$ cat src/sv/goldbach_pair_search_top_assert.svh
// assertion macros for the goldbach pair search block
// used by goldbach_pair_search_top; expects clk_i and rst_ni in scope
`ifndef GOLDBACH_PAIR_SEARCH_TOP_ASSERT_SVH
`define GOLDBACH_PAIR_SEARCH_TOP_ASSERT_SVH

// same-cycle implication, checked outside reset
`define GPS_ASSERT_NOW(label, ante, cons, msg) \
  label: assert property (@(posedge clk_i) disable iff (!rst_ni) (ante) |-> (cons)) \
    else $error(msg);

// next-cycle implication, checked outside reset
`define GPS_ASSERT_NEXT(label, ante, cons, msg) \
  label: assert property (@(posedge clk_i) disable iff (!rst_ni) (ante) |=> (cons)) \
    else $error(msg);

`endif

$ cat src/sv/gps_pkg.sv
// shared types and constants of the goldbach pair search block
// no dependencies
package gps_pkg;

  // fixed width of the value fields and of the counters
  localparam int FIELD_BITS = 16;
  localparam int COUNT_BITS = 32;
  localparam logic [COUNT_BITS-1:0] COUNT_MAX = '1;

  // register indexes, decoded from paddr[2]
  localparam logic REG_WINDOW_LOW  = 1'b0;
  localparam logic REG_WINDOW_HIGH = 1'b1;

  // search sequencer states
  typedef enum logic [2:0] {
    S_IDLE,
    S_CAND,
    S_PINIT,
    S_PSQ,
    S_PDIV,
    S_FIN
  } ctrl_state_e;

  // result handed from the sequencer to the output register
  typedef struct packed {
    logic                  found;
    logic [FIELD_BITS-1:0] first_prime;
    logic [FIELD_BITS-1:0] second_prime;
  } result_t;

endpackage

$ cat src/sv/goldbach_pair_search_top.sv
// channel  | handshake                      | payload
// in       | in_valid_i / in_stall_o        | test_value_i
// out      | out_valid_o / out_stall_i      | found_o, first_prime_o, second_prime_o, totals
// cfg      | psel, penable, pwrite, pready  | paddr, pwdata, prdata
//
// one word at a time; the search sequencer and its shared remainder unit do the search
// each candidate in the window is checked, then both members are tested by trial division
// reset: window low = 2, window high = all ones, counters zero, no clearing pass
// a result waits in the output register while the next word is searched
// in_stall_o is high while a search runs; the sequencer holds a result until loaded
//
// top level of the goldbach pair search block
// uses gps_pkg, gps_ctrl (with gps_rem) and goldbach_pair_search_top_assert.svh
module goldbach_pair_search_top #(
  parameter int VALUE_BITS = 16
) (
  input  logic                            clk_i,
  input  logic                            rst_ni,
  // input channel
  input  logic                            in_valid_i,
  output logic                            in_stall_o,
  input  logic [gps_pkg::FIELD_BITS-1:0]  test_value_i,
  // output channel
  output logic                            out_valid_o,
  input  logic                            out_stall_i,
  output logic                            found_o,
  output logic [gps_pkg::FIELD_BITS-1:0]  first_prime_o,
  output logic [gps_pkg::FIELD_BITS-1:0]  second_prime_o,
  output logic [gps_pkg::COUNT_BITS-1:0]  tested_total_o,
  output logic [gps_pkg::COUNT_BITS-1:0]  success_total_o,
  output logic [gps_pkg::COUNT_BITS-1:0]  failure_total_o,
  // configuration port
  input  logic                            psel,
  input  logic                            penable,
  input  logic                            pwrite,
  input  logic [2:0]                      paddr,
  input  logic [31:0]                     pwdata,
  output logic [31:0]                     prdata,
  output logic                            pready
);
  import gps_pkg::*;

  `include "goldbach_pair_search_top_assert.svh"

  localparam int VW = (VALUE_BITS < FIELD_BITS) ? VALUE_BITS : FIELD_BITS;

  logic [VW-1:0]         win_low_q;
  logic [VW-1:0]         win_high_q;
  logic [COUNT_BITS-1:0] tested_q, success_q, failure_q;
  logic                  out_valid_q;
  result_t               out_res_q;
  result_t               res;
  logic                  busy;
  logic                  done;
  logic                  load;
  logic                  in_accept;
  logic                  cfg_write;

  assign in_accept = in_valid_i && !busy;
  assign load      = done && (!out_valid_q || !out_stall_i);
  assign cfg_write = psel && penable && pwrite && pready;

  gps_ctrl #(.VW(VW)) u_ctrl (
    .clk_i   (clk_i),
    .rst_ni  (rst_ni),
    .start_i (in_accept),
    .value_i (test_value_i[VW-1:0]),
    .lo_i    (win_low_q),
    .hi_i    (win_high_q),
    .ack_i   (load),
    .busy_o  (busy),
    .done_o  (done),
    .res_o   (res)
  );

  // window registers
  always_ff @(posedge clk_i or negedge rst_ni) begin
    if (!rst_ni) begin
      win_low_q  <= VW'(2);
      win_high_q <= '1;
    end else if (cfg_write) begin
      unique case (paddr[2])
        REG_WINDOW_LOW:  win_low_q  <= pwdata[VW-1:0];
        REG_WINDOW_HIGH: win_high_q <= pwdata[VW-1:0];
        default: ;
      endcase
    end
  end

  // register read
  always_comb begin
    unique case (paddr[2])
      REG_WINDOW_LOW:  prdata = 32'(win_low_q);
      REG_WINDOW_HIGH: prdata = 32'(win_high_q);
      default:         prdata = '0;
    endcase
  end

  assign pready = 1'b1;

  // saturating item counters
  always_ff @(posedge clk_i or negedge rst_ni) begin
    if (!rst_ni) begin
      tested_q  <= '0;
      success_q <= '0;
      failure_q <= '0;
    end else if (load) begin
      if (tested_q != COUNT_MAX) tested_q <= tested_q + 1'b1;
      if (res.found) begin
        if (success_q != COUNT_MAX) success_q <= success_q + 1'b1;
      end else begin
        if (failure_q != COUNT_MAX) failure_q <= failure_q + 1'b1;
      end
    end
  end

  // output word valid
  always_ff @(posedge clk_i or negedge rst_ni) begin
    if (!rst_ni) begin
      out_valid_q <= 1'b0;
    end else if (load) begin
      out_valid_q <= 1'b1;
    end else if (!out_stall_i) begin
      out_valid_q <= 1'b0;
    end
  end

  // output word payload
  always_ff @(posedge clk_i) begin
    if (load) begin
      out_res_q <= res;
    end
  end

  assign in_stall_o      = busy;
  assign out_valid_o     = out_valid_q;
  assign found_o         = out_res_q.found;
  assign first_prime_o   = out_res_q.first_prime;
  assign second_prime_o  = out_res_q.second_prime;
  assign tested_total_o  = tested_q;
  assign success_total_o = success_q;
  assign failure_total_o = failure_q;

  // checks
  `GPS_ASSERT_NEXT(a_busy_after_accept, in_accept, in_stall_o,
                   "search not busy after accepting a word")
  `GPS_ASSERT_NOW(a_counts_bounded, 1'b1, tested_q >= success_q && tested_q >= failure_q,
                  "success or failure count above tested count")
  `GPS_ASSERT_NOW(a_miss_zeroes, out_valid_o && !found_o,
                  first_prime_o == '0 && second_prime_o == '0,
                  "result without a pair carries nonzero primes")
  `GPS_ASSERT_NEXT(a_load_sets_valid, load, out_valid_o,
                   "loaded result not presented")

endmodule

$ cat src/sv/gps_rem.sv
// iterative restoring remainder unit, one quotient bit per cycle
// uses gps_pkg; instantiated by gps_ctrl
module gps_rem #(
  parameter int VW = 16
) (
  input  logic          clk_i,
  input  logic          rst_ni,
  input  logic          start_i,
  input  logic [VW-1:0] dividend_i,
  input  logic [VW-1:0] divisor_i,
  output logic          done_o,
  output logic          zero_o
);
  import gps_pkg::*;

  localparam int CW = (VW > 1) ? $clog2(VW) : 1;

  logic          busy_q, busy_d;
  logic          done_q, done_d;
  logic [CW-1:0] cnt_q, cnt_d;
  logic [VW-1:0] num_q, num_d;
  logic [VW-1:0] div_q, div_d;
  logic [VW:0]   rem_q, rem_d;
  logic [VW:0]   shifted;

  // shift in the next dividend bit, subtract when it fits
  always_comb begin
    busy_d  = busy_q;
    done_d  = 1'b0;
    cnt_d   = cnt_q;
    num_d   = num_q;
    div_d   = div_q;
    rem_d   = rem_q;
    shifted = {rem_q[VW-1:0], num_q[VW-1]};
    if (start_i) begin
      busy_d = 1'b1;
      cnt_d  = CW'(VW - 1);
      num_d  = dividend_i;
      div_d  = divisor_i;
      rem_d  = '0;
    end else if (busy_q) begin
      rem_d = (shifted >= {1'b0, div_q}) ? shifted - {1'b0, div_q} : shifted;
      num_d = {num_q[VW-2:0], 1'b0};
      if (cnt_q == '0) begin
        busy_d = 1'b0;
        done_d = 1'b1;
      end else begin
        cnt_d = cnt_q - 1'b1;
      end
    end
  end

  // control state
  always_ff @(posedge clk_i or negedge rst_ni) begin
    if (!rst_ni) begin
      busy_q <= 1'b0;
      done_q <= 1'b0;
    end else begin
      busy_q <= busy_d;
      done_q <= done_d;
    end
  end

  // datapath
  always_ff @(posedge clk_i) begin
    cnt_q <= cnt_d;
    num_q <= num_d;
    div_q <= div_d;
    rem_q <= rem_d;
  end

  assign done_o = done_q;
  assign zero_o = (rem_q == '0);

endmodule

$ cat src/sv/gps_ctrl.sv
// search sequencer: candidate sweep and trial-division primality test
// uses gps_pkg and the shared remainder unit gps_rem
module gps_ctrl #(
  parameter int VW = 16
) (
  input  logic             clk_i,
  input  logic             rst_ni,
  input  logic             start_i,
  input  logic [VW-1:0]    value_i,
  input  logic [VW-1:0]    lo_i,
  input  logic [VW-1:0]    hi_i,
  input  logic             ack_i,
  output logic             busy_o,
  output logic             done_o,
  output gps_pkg::result_t res_o
);
  import gps_pkg::*;

  ctrl_state_e   state_q, state_d;
  logic [VW-1:0] t_q, t_d;
  logic [VW-1:0] top_q, top_d;
  logic [VW:0]   p1_q, p1_d;
  logic [VW-1:0] p2_q, p2_d;
  logic [VW-1:0] v_q, v_d;
  logic          second_q, second_d;
  logic [VW-1:0] d_q, d_d;
  logic [VW:0]   sq_q, sq_d;
  logic          hit_q, hit_d;
  logic [VW-1:0] p2_calc;
  logic          rem_start;
  logic          rem_done;
  logic          rem_zero;

  gps_rem #(.VW(VW)) u_rem (
    .clk_i      (clk_i),
    .rst_ni     (rst_ni),
    .start_i    (rem_start),
    .dividend_i (v_q),
    .divisor_i  (d_q),
    .done_o     (rem_done),
    .zero_o     (rem_zero)
  );

  assign p2_calc = t_q - p1_q[VW-1:0];

  // next state and datapath updates
  always_comb begin
    state_d   = state_q;
    t_d       = t_q;
    top_d     = top_q;
    p1_d      = p1_q;
    p2_d      = p2_q;
    v_d       = v_q;
    second_d  = second_q;
    d_d       = d_q;
    sq_d      = sq_q;
    hit_d     = hit_q;
    rem_start = 1'b0;
    unique case (state_q)
      S_IDLE: begin
        if (start_i) begin
          t_d     = value_i;
          top_d   = (hi_i < value_i) ? hi_i : value_i;
          p1_d    = {1'b0, lo_i};
          hit_d   = 1'b0;
          state_d = S_CAND;
        end
      end
      // candidate bound and partner window check
      S_CAND: begin
        if (p1_q > {1'b0, top_q}) begin
          hit_d   = 1'b0;
          state_d = S_FIN;
        end else if (p2_calc < lo_i || p2_calc > hi_i) begin
          p1_d = p1_q + 1'b1;
        end else begin
          p2_d     = p2_calc;
          v_d      = p1_q[VW-1:0];
          second_d = 1'b0;
          state_d  = S_PINIT;
        end
      end
      // values below two are not prime
      S_PINIT: begin
        if (v_q < VW'(2)) begin
          p1_d    = p1_q + 1'b1;
          state_d = S_CAND;
        end else begin
          d_d     = VW'(2);
          sq_d    = (VW+1)'(4);
          state_d = S_PSQ;
        end
      end
      // divisor squared past the value: prime, else start a division
      S_PSQ: begin
        if (sq_q > {1'b0, v_q}) begin
          if (!second_q) begin
            v_d      = p2_q;
            second_d = 1'b1;
            state_d  = S_PINIT;
          end else begin
            hit_d   = 1'b1;
            state_d = S_FIN;
          end
        end else begin
          rem_start = 1'b1;
          state_d   = S_PDIV;
        end
      end
      // wait for the remainder: next divisor on a nonzero one, next candidate on zero
      S_PDIV: begin
        if (rem_done) begin
          if (rem_zero) begin
            p1_d    = p1_q + 1'b1;
            state_d = S_CAND;
          end else begin
            d_d     = d_q + 1'b1;
            sq_d    = sq_q + {d_q, 1'b1};
            state_d = S_PSQ;
          end
        end
      end
      S_FIN: begin
        if (ack_i) begin
          state_d = S_IDLE;
        end
      end
      default: state_d = S_IDLE;
    endcase
  end

  // state register
  always_ff @(posedge clk_i or negedge rst_ni) begin
    if (!rst_ni) begin
      state_q <= S_IDLE;
    end else begin
      state_q <= state_d;
    end
  end

  // search registers
  always_ff @(posedge clk_i) begin
    t_q      <= t_d;
    top_q    <= top_d;
    p1_q     <= p1_d;
    p2_q     <= p2_d;
    v_q      <= v_d;
    second_q <= second_d;
    d_q      <= d_d;
    sq_q     <= sq_d;
    hit_q    <= hit_d;
  end

  // result word, zeros when no pair
  always_comb begin
    res_o.found        = hit_q;
    res_o.first_prime  = hit_q ? FIELD_BITS'(p1_q[VW-1:0]) : '0;
    res_o.second_prime = hit_q ? FIELD_BITS'(p2_q) : '0;
  end

  assign busy_o = (state_q != S_IDLE);
  assign done_o = (state_q == S_FIN);

endmodule

$ cat config.mk
export PLATFORM = sky130hd
export DESIGN_NAME = goldbach_pair_search_top
export DESIGN_NICKNAME = d
export VERILOG_FILES = /design/src/sv/gps_pkg.sv /design/src/sv/goldbach_pair_search_top.sv /design/src/sv/gps_rem.sv /design/src/sv/gps_ctrl.sv
export VERILOG_INCLUDE_DIRS = /design/src /design/src/sv
export SDC_FILE = /design/constraint.sdc
export NUM_CORES = 1
export LEC_CHECK = 0
export ABC_AREA = 0
export BUFFER_PORTS_ARGS = -buffer_cell sky130_fd_sc_hd__buf_2
export CORE_MARGIN = 2
export CORE_UTILIZATION = 50
export CTS_BUF_LIST = sky130_fd_sc_hd__clkbuf_8
export DETAILED_ROUTE_END_ITERATION = 8
export PLACE_DENSITY = 0.7
export SLEW_MARGIN = 20
export SYNTH_ARGS = -nofsm -noshare
export SYNTH_HDL_FRONTEND = slang
export SYNTH_SLANG_ARGS = --single-unit
$ cat constraint.sdc
create_clock -name clk_i -period 6.8 [get_ports clk_i]
set_clock_uncertainty 0.2 [all_clocks]
set_input_delay 0.68 -clock clk_i [delete_from_list [all_inputs] [get_ports clk_i]]
set_output_delay 0.68 -clock clk_i [all_outputs]
set_load 0.02 [all_outputs]
After elaboration in Yosys (flattened, before gate mapping)

Cells that the tools add are included.

Flip-flop bits (word level): 336
Bits of input ports: 58
Output and inout bits: 164
Logic and storage cells: 156

$add $sub $neg: 9
Magnitude comparators: 7
Eq/ne operators: 24
Mux-type cells: 54
Bitwise logic cells: 5
Reductions and logical operators: 32

Operators with widths:

| kind                                                 | number |
|---|---|
| 2-to-1 mux 17 bit                                    | 10 |
| 2-to-1 mux 16 bit                                    | 10 |
| adder 32 x 1 -> 32 bit (second input constant)       | 3 |
| != test 32 bit (second input constant)               | 3 |
| one-hot mux 17 bit (4 select lines)                  | 1 |
| one-hot mux 16 bit (2 select lines)                  | 2 |
| one-hot mux 32 bit (2 select lines)                  | 1 |
| > comparator 17 x 16 -> 1 bit                        | 2 |
| one-hot mux 17 bit (2 select lines)                  | 1 |
| < comparator 16 bit                                  | 2 |
| 2-to-1 mux 3 bit                                     | 7 |
| one-hot mux 3 bit (6 select lines)                   | 1 |
| adder 17 x 1 -> 17 bit (second input constant)       | 1 |
| adder 17 bit                                         | 1 |
| greater-or-equal comparator 17 x 16 -> 1 bit         | 1 |
| logical NOT 17 bit                                   | 1 |
| 2-to-1 mux 1 bit                                     | 17 |
| subtractor 17 x 16 -> 17 bit                         | 1 |
| adder 16 x 1 -> 16 bit (second input constant)       | 1 |
| > comparator 16 bit                                  | 1 |
| < comparator 16 x 2 -> 1 bit (second input constant) | 1 |
| != test 2 x 1 -> 1 bit (second input constant)       | 8 |
| subtractor 16 bit                                    | 1 |
| != test 2 bit (second input constant)                | 7 |
| other kinds (22)                                     | 47 |

Longest topological paths before layout

Gate-level depths: netlist of the first run.

Depth in word-level cells: 6
Mapped depth: 19
Gate-level depth less buffers: 19

Cells and area by module

A second synthesis of the first run with hierarchy kept.

Cell total of the unflattened synthesis: 1821
Area total of the unflattened synthesis: 19348.6 um^2

Modules (own cells, without submodules):

| module                   | times used | cells each | area an instance (um^2) | seq. area each (um^2) |
|---|---|---|---|---|
| gps_ctrl                 | 1          | 904        | 8748.4                  | 3558.4 |
| goldbach_pair_search_top | 1          | 593        | 7298.2                  | 4240.3 |
| gps_rem                  | 1          | 324        | 3301.9                  | 1431.4 |

Worst setup path after synthesis of the first run

OpenSTA, ideal clock, no wires.

Path kind: register -> register
Start: register u_ctrl.p1_q[0]
End: register u_ctrl.p1_q[0] (enable)
Library setup time: 0.412 ns
Arrival time: 4.552 ns
Data required time: 6.188 ns
Setup slack: 1.635 ns
Stages on the path, launching flop included: 18
Buffers on the path: 0
Period minus slack after synthesis: 5.165 ns
Cell sequence: edfxtp_1 -> ha_1 -> inv_1 -> fa_1 -> a211oi_1 -> o21bai_1 -> a31o_2 -> a311o_1 -> a21oi_1 -> xnor2_1 -> ha_1 -> nand4_1 -> or3_1 -> o21ai_0 -> o32ai_1 -> nor3_1 -> o31a_1 -> nor3_1

Longest elaborated chain between the ends: 5
Elaborated cells on any way between the ends: 8
Classes of those cells: 1 x add/sub; 3 x order compare; 2 x eq/ne; 2 x reduce/logical

Ends and longest elaborated chain:

| item                                                              | line            | RTL |
|---|---|---|
| start, declared                                                   | gps_ctrl.sv:22  | `logic [VW:0] p1_q, p1_d;` |
| start signal, assigned                                            | gps_ctrl.sv:145 | `p1_q <= p1_d;` |
| subtractor 16 bit *                                               | gps_ctrl.sv:44  | `assign p2_calc = t_q - p1_q[VW-1:0];` |
| named net u_ctrl.p2_calc[12]                                      | gps_ctrl.sv:29  | `logic [VW-1:0] p2_calc;` |
| < comparator 16 bit / > comparator 16 bit (equally long branches) | gps_ctrl.sv:74  | `end else if (p2_calc < lo_i \|\| p2_calc > hi_i) begin` |
| logical OR 1 bit *                                                | gps_ctrl.sv:74  |  |
| != test 2 x 1 -> 1 bit (no source line) *                         | -               |  |
| AND reduction 7 bit (no source line) *                            | -               |  |

The timed path passes the listed nets; every way through them passes the cells marked *.
A chain may end at the register's enable or synchronous reset.

Worst setup path after layout of the first run

Start: register u_ctrl.p1_q[0]
End: register u_ctrl.v_q[6] (enable)

Longest elaborated chain between the ends: 5
Elaborated cells on any way between the ends: 8
Classes of those cells: 1 x add/sub; 3 x order compare; 2 x eq/ne; 2 x reduce/logical

Ends and longest elaborated chain:

| item                                                              | line            | RTL |
|---|---|---|
| subtractor 16 bit *                                               | gps_ctrl.sv:44  |  |
| named net u_ctrl.p2_calc[14]                                      | gps_ctrl.sv:29  |  |
| < comparator 16 bit / > comparator 16 bit (equally long branches) | gps_ctrl.sv:74  |  |
| logical OR 1 bit *                                                | gps_ctrl.sv:74  |  |
| != test 2 bit (no source line) *                                  | -               |  |
| AND reduction 5 bit (no source line) *                            | -               |  |
| end signal, assigned                                              | gps_ctrl.sv:147 | `v_q <= v_d;` |
| end, declared                                                     | gps_ctrl.sv:24  | `logic [VW-1:0] v_q, v_d;` |

Marked as above.

==> results.cfg, run 1 <==
[outcome]
status = finished clean

[sta]
fin_crit_sh = 0.8542
period_needed_ns = 5.809
rsz0062_at_grt = no
fmax_mhz = 172.2
hold_viol = 0
drv_slew = 0
fin_setup_tns_ns = 0
tightest_slew_ns = 1.088
max_slew_margin = 0.2745
setup_viol = 0

[drt]
drt-pass1-iter-count = 5
drt_wl_total_um = 41580
top_layer = met4
final_antenna_net_count = 0
met3WireLength_um = 1760
wl_met1_um = 18240
via_per_inst = 5.441
wire_per_inst_um = 16.79
vias = 13470
dr_wl_met2_um = 20210
drt_iter0_markers = 678
drc = 0

[global_routing]
grt_overflow = 0
grt_max_degree = 83
antenna_found_initial = 1
grt_usage = 0.2131
grt_pass1_wl_um = 66340
grt_pass1_vias = 13200

[worst_hold_path]
min_path_type = input pin to flop
min_path_cells = 1

[clock_tree]
cts-buffers-inserted = 58
postCtsSetupRepairBufs = 0
cts_root_buf = clkbuf_8
cts_num_sinks = 336
clk_path_buf_depth = 3
clkSlewWorstSetupHoldPaths_ns = 0.06
cts_tree = done
holdBufCountCts = 9
htree_num_levels = 2
cts.repair.resized = 0
clock_latency_ns = 0.65

[die]
ios = 222
start_util = 0.5077
die_w_um = 197.0
floorplan.rows = 70
die_h_um = 197.0
fp.dieArea_um2 = 38830
core_region_area_um2 = 36700

[power_and_ir_drop]
power_density_nw_per_um2 = 448.9
peakVddDrop_uv = 233.9
power.leakage_uw = 0.009566
total_power_uw = 9599

[logic_synthesis]
syn_inst = 1736
syn_area_um2 = 18630
synth-edff-count = 181
synthArstFlopShare = 0.3988
yosysTopAreaCell = edfxtp_1
ys_ff_latch = 336
seq_area_frac_synth = 0.4954
yosysMostFrequentCell = edfxtp_1
synth.distinct_cells = 75
synthTopCellsByCount = 181 x edfxtp_1, 140 x inv_1, 130 x ha_1
synthTopCellsByArea = edfxtp_1 29%, dfrtp_1 16%, ha_1 8.7%, xnor2_1 4.6%, mux2_2 3.2%
avgSynthCellArea_um2 = 10.73
synth_ff_type = edfxtp_1
synth_warnings = 0
synth_top_area_share = 0.2917

[place]
io_buffers = 186
gp_congestion = 0.9330
post-dp-hpwl_um = 30770

[cells_and_area]
drive_gt1_frac = 0.1878
nets = 2149
syn_to_final_growth_pct = 14.77

[setup_path]
slowest_stage = nor3_1
critPathRequiredTime_ns = 6.87
cp-end-kind = flop
reg2regPathDepth = 18
worst_setup_path_start_kind = flop
path_class = flop to flop
crit_arrival_ns = 5.88
worstPathMaxFanout = 16
cp_cell_sequence = ha_1 > inv_1 > fa_1 > a211oi_1 > o21bai_1 > a31o_2 > a311o_1 > nand2_1 > a21oi_1 > xor2_1 > ha_1 > nand4_1 > nor4_1 > nor3_1 > o31a_1 > nor3_1 > or4b_1 > nand2_1
max_stage_delay_ns = 0.56

[run]
cap_violations = 0
cells by family (layout without fill, tap and decap cells):
logic type,after synthesis,in the layout,synth area share
xor gates and xnor gates,156,156,0.07333
muxes,81,81,0.04707
and+or+nand+nor,554,554,0.1524
buffers and inverters,198,454,0.04506
AOI/OAI and AO/OA,276,276,0.09589
adders and majority gates,133,133,0.09052
DFF,336,336,0.4954
other,2,18,0.0004031
layout by cell type, fill, tap and decap left out, types with 9 or more instances in the layout:
cell and count:
buf_2 185, edfxtp_1 181, inv_1 151, ha_1 130, nand2_1 126, nor2_1 121
dfrtp_1 117, xnor2_1 97, a21oi_1 70, o21ai_0 69, clkbuf_8 61, xor2_1 59
nand3_1 58, mux2_2 53, and2_1 48, nand4_1 48, nor3_1 31, and3_1 30
mux2i_1 28, a211oi_1 25, dfxtp_1 21, a21o_1 17, conb_1 17, dfstp_2 17
nand2b_1 16, clkinv_2 15, o21a_1 14, nor4_1 14, and4_1 14, nor2b_1 13
o211ai_1 13, o31a_1 9, or3_1 9, clkinv_1 9, bufinv_16 9, dlygate4sd3_1 9
sequential cells by signal, indices dropped and copies added, names as in the netlist, 17 cells and up:
| register | count |
|---|---|
| u_ctrl.u_rem.rem_q | 17 |
| u_ctrl.sq_q | 17 |
| tested_total_o | 32 |
| failure_total_o | 32 |
| success_total_o | 32 |
| u_ctrl.p1_q | 17 |
cell type report:
type,instances,area [um2]
antenna,1,2.502
clock buffer,61,839.6
clock inverter,48,460.4
fill,3099,15310
inverter,142,533.0
multi-input combinational,1217,8642
sequential,336,9230
tap,468,585.6
timing repair buffer,203,1091
final timing paths:
| kind | from | endpoint | slack (ns) |
|---|---|---|---|
| setup reg to reg | u_ctrl.p1_q[0] | u_ctrl.v_q[6] | 0.99 |
| hold / removal | test_value_i[8] | u_ctrl.t_q[8] | 0.05 |
| setup / recovery | u_ctrl.p1_q[0] | u_ctrl.v_q[6] | 0.99 |
| hold reg to reg | failure_total_o[15] | failure_total_o[15] | 0.29 |
| max in group asynchronous | rst_ni | failure_total_o[25] | 4.93 |
| min in group asynchronous | rst_ni | tested_total_o[1] | 0.33 |
per-stage QoR:
step	utilization	instance area [um2]	hold slack, ns	worst slack (ns)	cells
floorplan	-	18690	0.1844	1.635	1751
global placement	0.5447	19990	0.2724	1.192	2357
detailed placement	0.5447	19990	0.2768	1.018	2357
CTS	0.5825	21380	0.002524	1.002	2475
global route	0.5827	21380	0.02190	0.6399	2476
finish	0.5827	21380	0.05186	0.9912	2476
worst max-delay path, delay by kind of cell (launching register included):
kind	cells	cell delay, ns
AND/OR/NAND/NOR	7	2.28
AO/OA/AOI/OAI	6	1.28
adder cells (fa/ha/maj)	3	0.82
flip-flops	1	0.45
XOR/XNOR	1	0.34
buffers and inverters	1	0.06
per-layer routing:
metal,vias up,GRT usage
li1,6636,-
met1,6429,0.2738
met2,321,0.3630
met3,86,0.03210
met4,0,0.08549
met5,-,0
report_power, final:
group | switching (uW) | internal, uW | leakage [uW] | total, uW
registers | 424 | 2910 | 0.00358 | 3330
clock network | 862 | 1180 | 0.000712 | 2040
logic | 2530 | 1690 | 0.00527 | 4220
No activity file was read; power rests on OpenSTA's default activity.
==> run 2: changes to the inputs <==
--- a/config.mk
+++ b/config.mk
@@ -12,8 +12,10 @@
 export CORE_UTILIZATION = 50
 export CTS_BUF_LIST = sky130_fd_sc_hd__clkbuf_8
 export DETAILED_ROUTE_END_ITERATION = 8
+export HOLD_SLACK_MARGIN = 0.08
 export PLACE_DENSITY = 0.7
 export SLEW_MARGIN = 20
 export SYNTH_ARGS = -nofsm -noshare
 export SYNTH_HDL_FRONTEND = slang
+export SYNTH_HIERARCHICAL = 1
 export SYNTH_SLANG_ARGS = --single-unit
==> results.cfg, run 2 <==
[die]
ios = 222
die_w_um = 200.7
fp.dieArea_um2 = 40290
floorplan.rows = 72
core_region_area_um2 = 38380
die_h_um = 200.7
start_util = 0.5042

[logic_synthesis]
avgSynthCellArea_um2 = 10.63
syn_area_um2 = 19350
synth-edff-count = 181
syn_inst = 1821
synthTopCellsByCount = 181 x edfxtp_1, 149 x inv_1, 130 x ha_1
synthArstFlopShare = 0.3988
ys_ff_latch = 336
synth-simple-area-share = 0.1674
synth.distinct_cells = 95
synth.area.mux_share = 0.05063
synth_xor_area_frac = 0.06518
synthTopCellsByArea = edfxtp_1 28%, dfrtp_1 15%, ha_1 8.4%, mux2_2 3.9%, xnor2_1 3.8%
synth_top_area_share = 0.2809
synth_top_family_by_area = simple AND/OR/NAND/NOR gates
yosysTopAreaCell = edfxtp_1
seq_area_frac_synth = 0.4770
synth_fa_ha_area_frac = 0.08717
synth_ff_type = edfxtp_1
synth_compound_area_frac = 0.1033
synth_warnings = 6
yosysMostFrequentCell = edfxtp_1

[drt]
drt_iter0_markers = 777
via_per_inst = 5.541
drt-pass1-iter-count = 5
vias = 14530
drt_wl_total_um = 44830
wire_per_inst_um = 17.10
drc = 0
final_antenna_net_count = 0

[cells_and_area]
nets = 2245
layout_commonest_cell = buf_2
diodes = 0
fin_cells = 2622
syn_to_final_growth_pct = 15.09
n_fill_cell = 3265
drive_gt1_frac = 0.1925
mostFrequentLayoutCells = 185 x buf_2, 181 x edfxtp_1, 170 x inv_1

[global_routing]
grt_pass1_wl_um = 73430
antenna_found_initial = 0
grt_pass1_vias = 14590
grt_max_degree = 80
grt_usage = 0.2217
grt_overflow = 0

[setup_path]
crit_arrival_ns = 5.50
cp-end-kind = flop
r2r-start = u_ctrl/p1_q[2]
critPathRequiredTime_ns = 6.84
worstPathMaxFanout = 16
timing.rr.end = u_ctrl/v_q[14]
worst_setup_path_start_kind = flop
startpoint = u_ctrl/p1_q[2]
path_class = flop to flop
r2r_setup_slack_ns = 1.34
reg2regPathDepth = 17

[place]
gp_congestion = 0.8890
post-dp-hpwl_um = 32460
place_inst = 2479
io_buffers = 186

[clock_tree]
postCtsSetupRepairBufs = 0
holdBufCountCts = 33
cts_root_buf = clkbuf_8
cts_tree = done
cts-buffers-inserted = 58
htree_num_levels = 2
clock_latency_ns = 0.65
cts_num_sinks = 336
clk_path_buf_depth = 3
cts.repair.resized = 0
clkSlewWorstSetupHoldPaths_ns = 0.06

[sta]
hold_viol = 0
tightest_slew_ns = 1.091
period_needed_ns = 5.457
rsz0062_at_grt = no
fmax_mhz = 183.2
fin_crit_sh = 0.8026
drv_slew = 0
max_slew_margin = 0.2660
fin_setup_tns_ns = 0
holdWs_ns = 0.1400
setup_viol = 0

[run]
cap_violations = 0

[worst_hold_path]
holdCritStartpoint = pwdata[15]
hold_path_end = win_high_q[15]
min_path_type = input pin to flop
min_path_cells = 2

[power_and_ir_drop]
power.leakage_uw = 0.009909
peakVddDrop_uv = 224.4
power_density_nw_per_um2 = 412.6

[outcome]
status = finished clean
-- run 2: cell families after synthesis --
kind of cell	Yosys count
adders and majority gates	133
DFF	336
muxes	89
other	2
xor gates and xnor gates	144
AOI/OAI and AO/OA	290
and+or+nand+nor	608
buffers and inverters	219
-- run 2: layout make-up --
cell class	instances	area (um2)	share of cell area
Sequential cell	336	9230	0.4145
Timing Repair Buffer	226	1320	0.05928
Inverter	151	566.8	0.02545
Multi-Input combinational cell	1281	9254	0.4156
Clock buffer	72	991.0	0.04450
Clock inverter	38	257.7	0.01157
Tap cell	518	648.1	0.02911
-- run 2: layer usage --
metal	share of wire	global-route usage	up-vias
li1	-	-	7095
met4	0.026	0.07778	0
met3	0.045	0.03425	69
met1	0.43	0.2762	7023
met2	0.50	0.3920	342
met5	0	0	-
-- run 2: how the worst max path moves through the flow --
stage,cells after the start,slack (ns),endpoint
2_1_floorplan,17,2.33,u_ctrl/p1_q[0]
3_3_place_gp,17,1.54,u_ctrl/p1_q[0]
3_5_place_dp,17,1.39,u_ctrl/p1_q[0]
4_1_cts,17,1.38,u_ctrl/p1_q[11]
5_1_grt,17,0.92,u_ctrl/p1_q[0]
6_report,17,1.34,u_ctrl/v_q[14]
-- run 2: worst max-delay path: stages (launching register included) --
cell,delay [ns]
edfxtp_1,0.47
inv_1,0.12
ha_1,0.34
nor2b_1,0.16
o21ai_1,0.18
a21boi_1,0.15
o211ai_2,0.24
a211oi_1,0.14
or3_1,0.42
o311ai_1,0.57
ha_1,0.35
o21ai_0,0.16
o21bai_1,0.09
a41oi_1,0.17
a31oi_1,0.11
a31oi_1,0.37
nand4_1,0.26
nand2_1,0.56
-- run 2: metrics by stage --
step                  util  power [uW]  area (um2)  worst slack (ns)
finish              0.5802        9188       22270             1.343
global route        0.5802        9875       22270            0.9178
CTS                 0.5802        9231       22270             1.375
detailed placement  0.5391        7243       20690             1.386
global placement    0.5390        7090       20690             1.544
floorplan                -        6156       19400             2.335
-- run 2: power by group --
part	internal (uW)	total, uW	switching [uW]
combinational	1550	3950	2400
sequential	2870	3320	443
clock	1070	1920	849
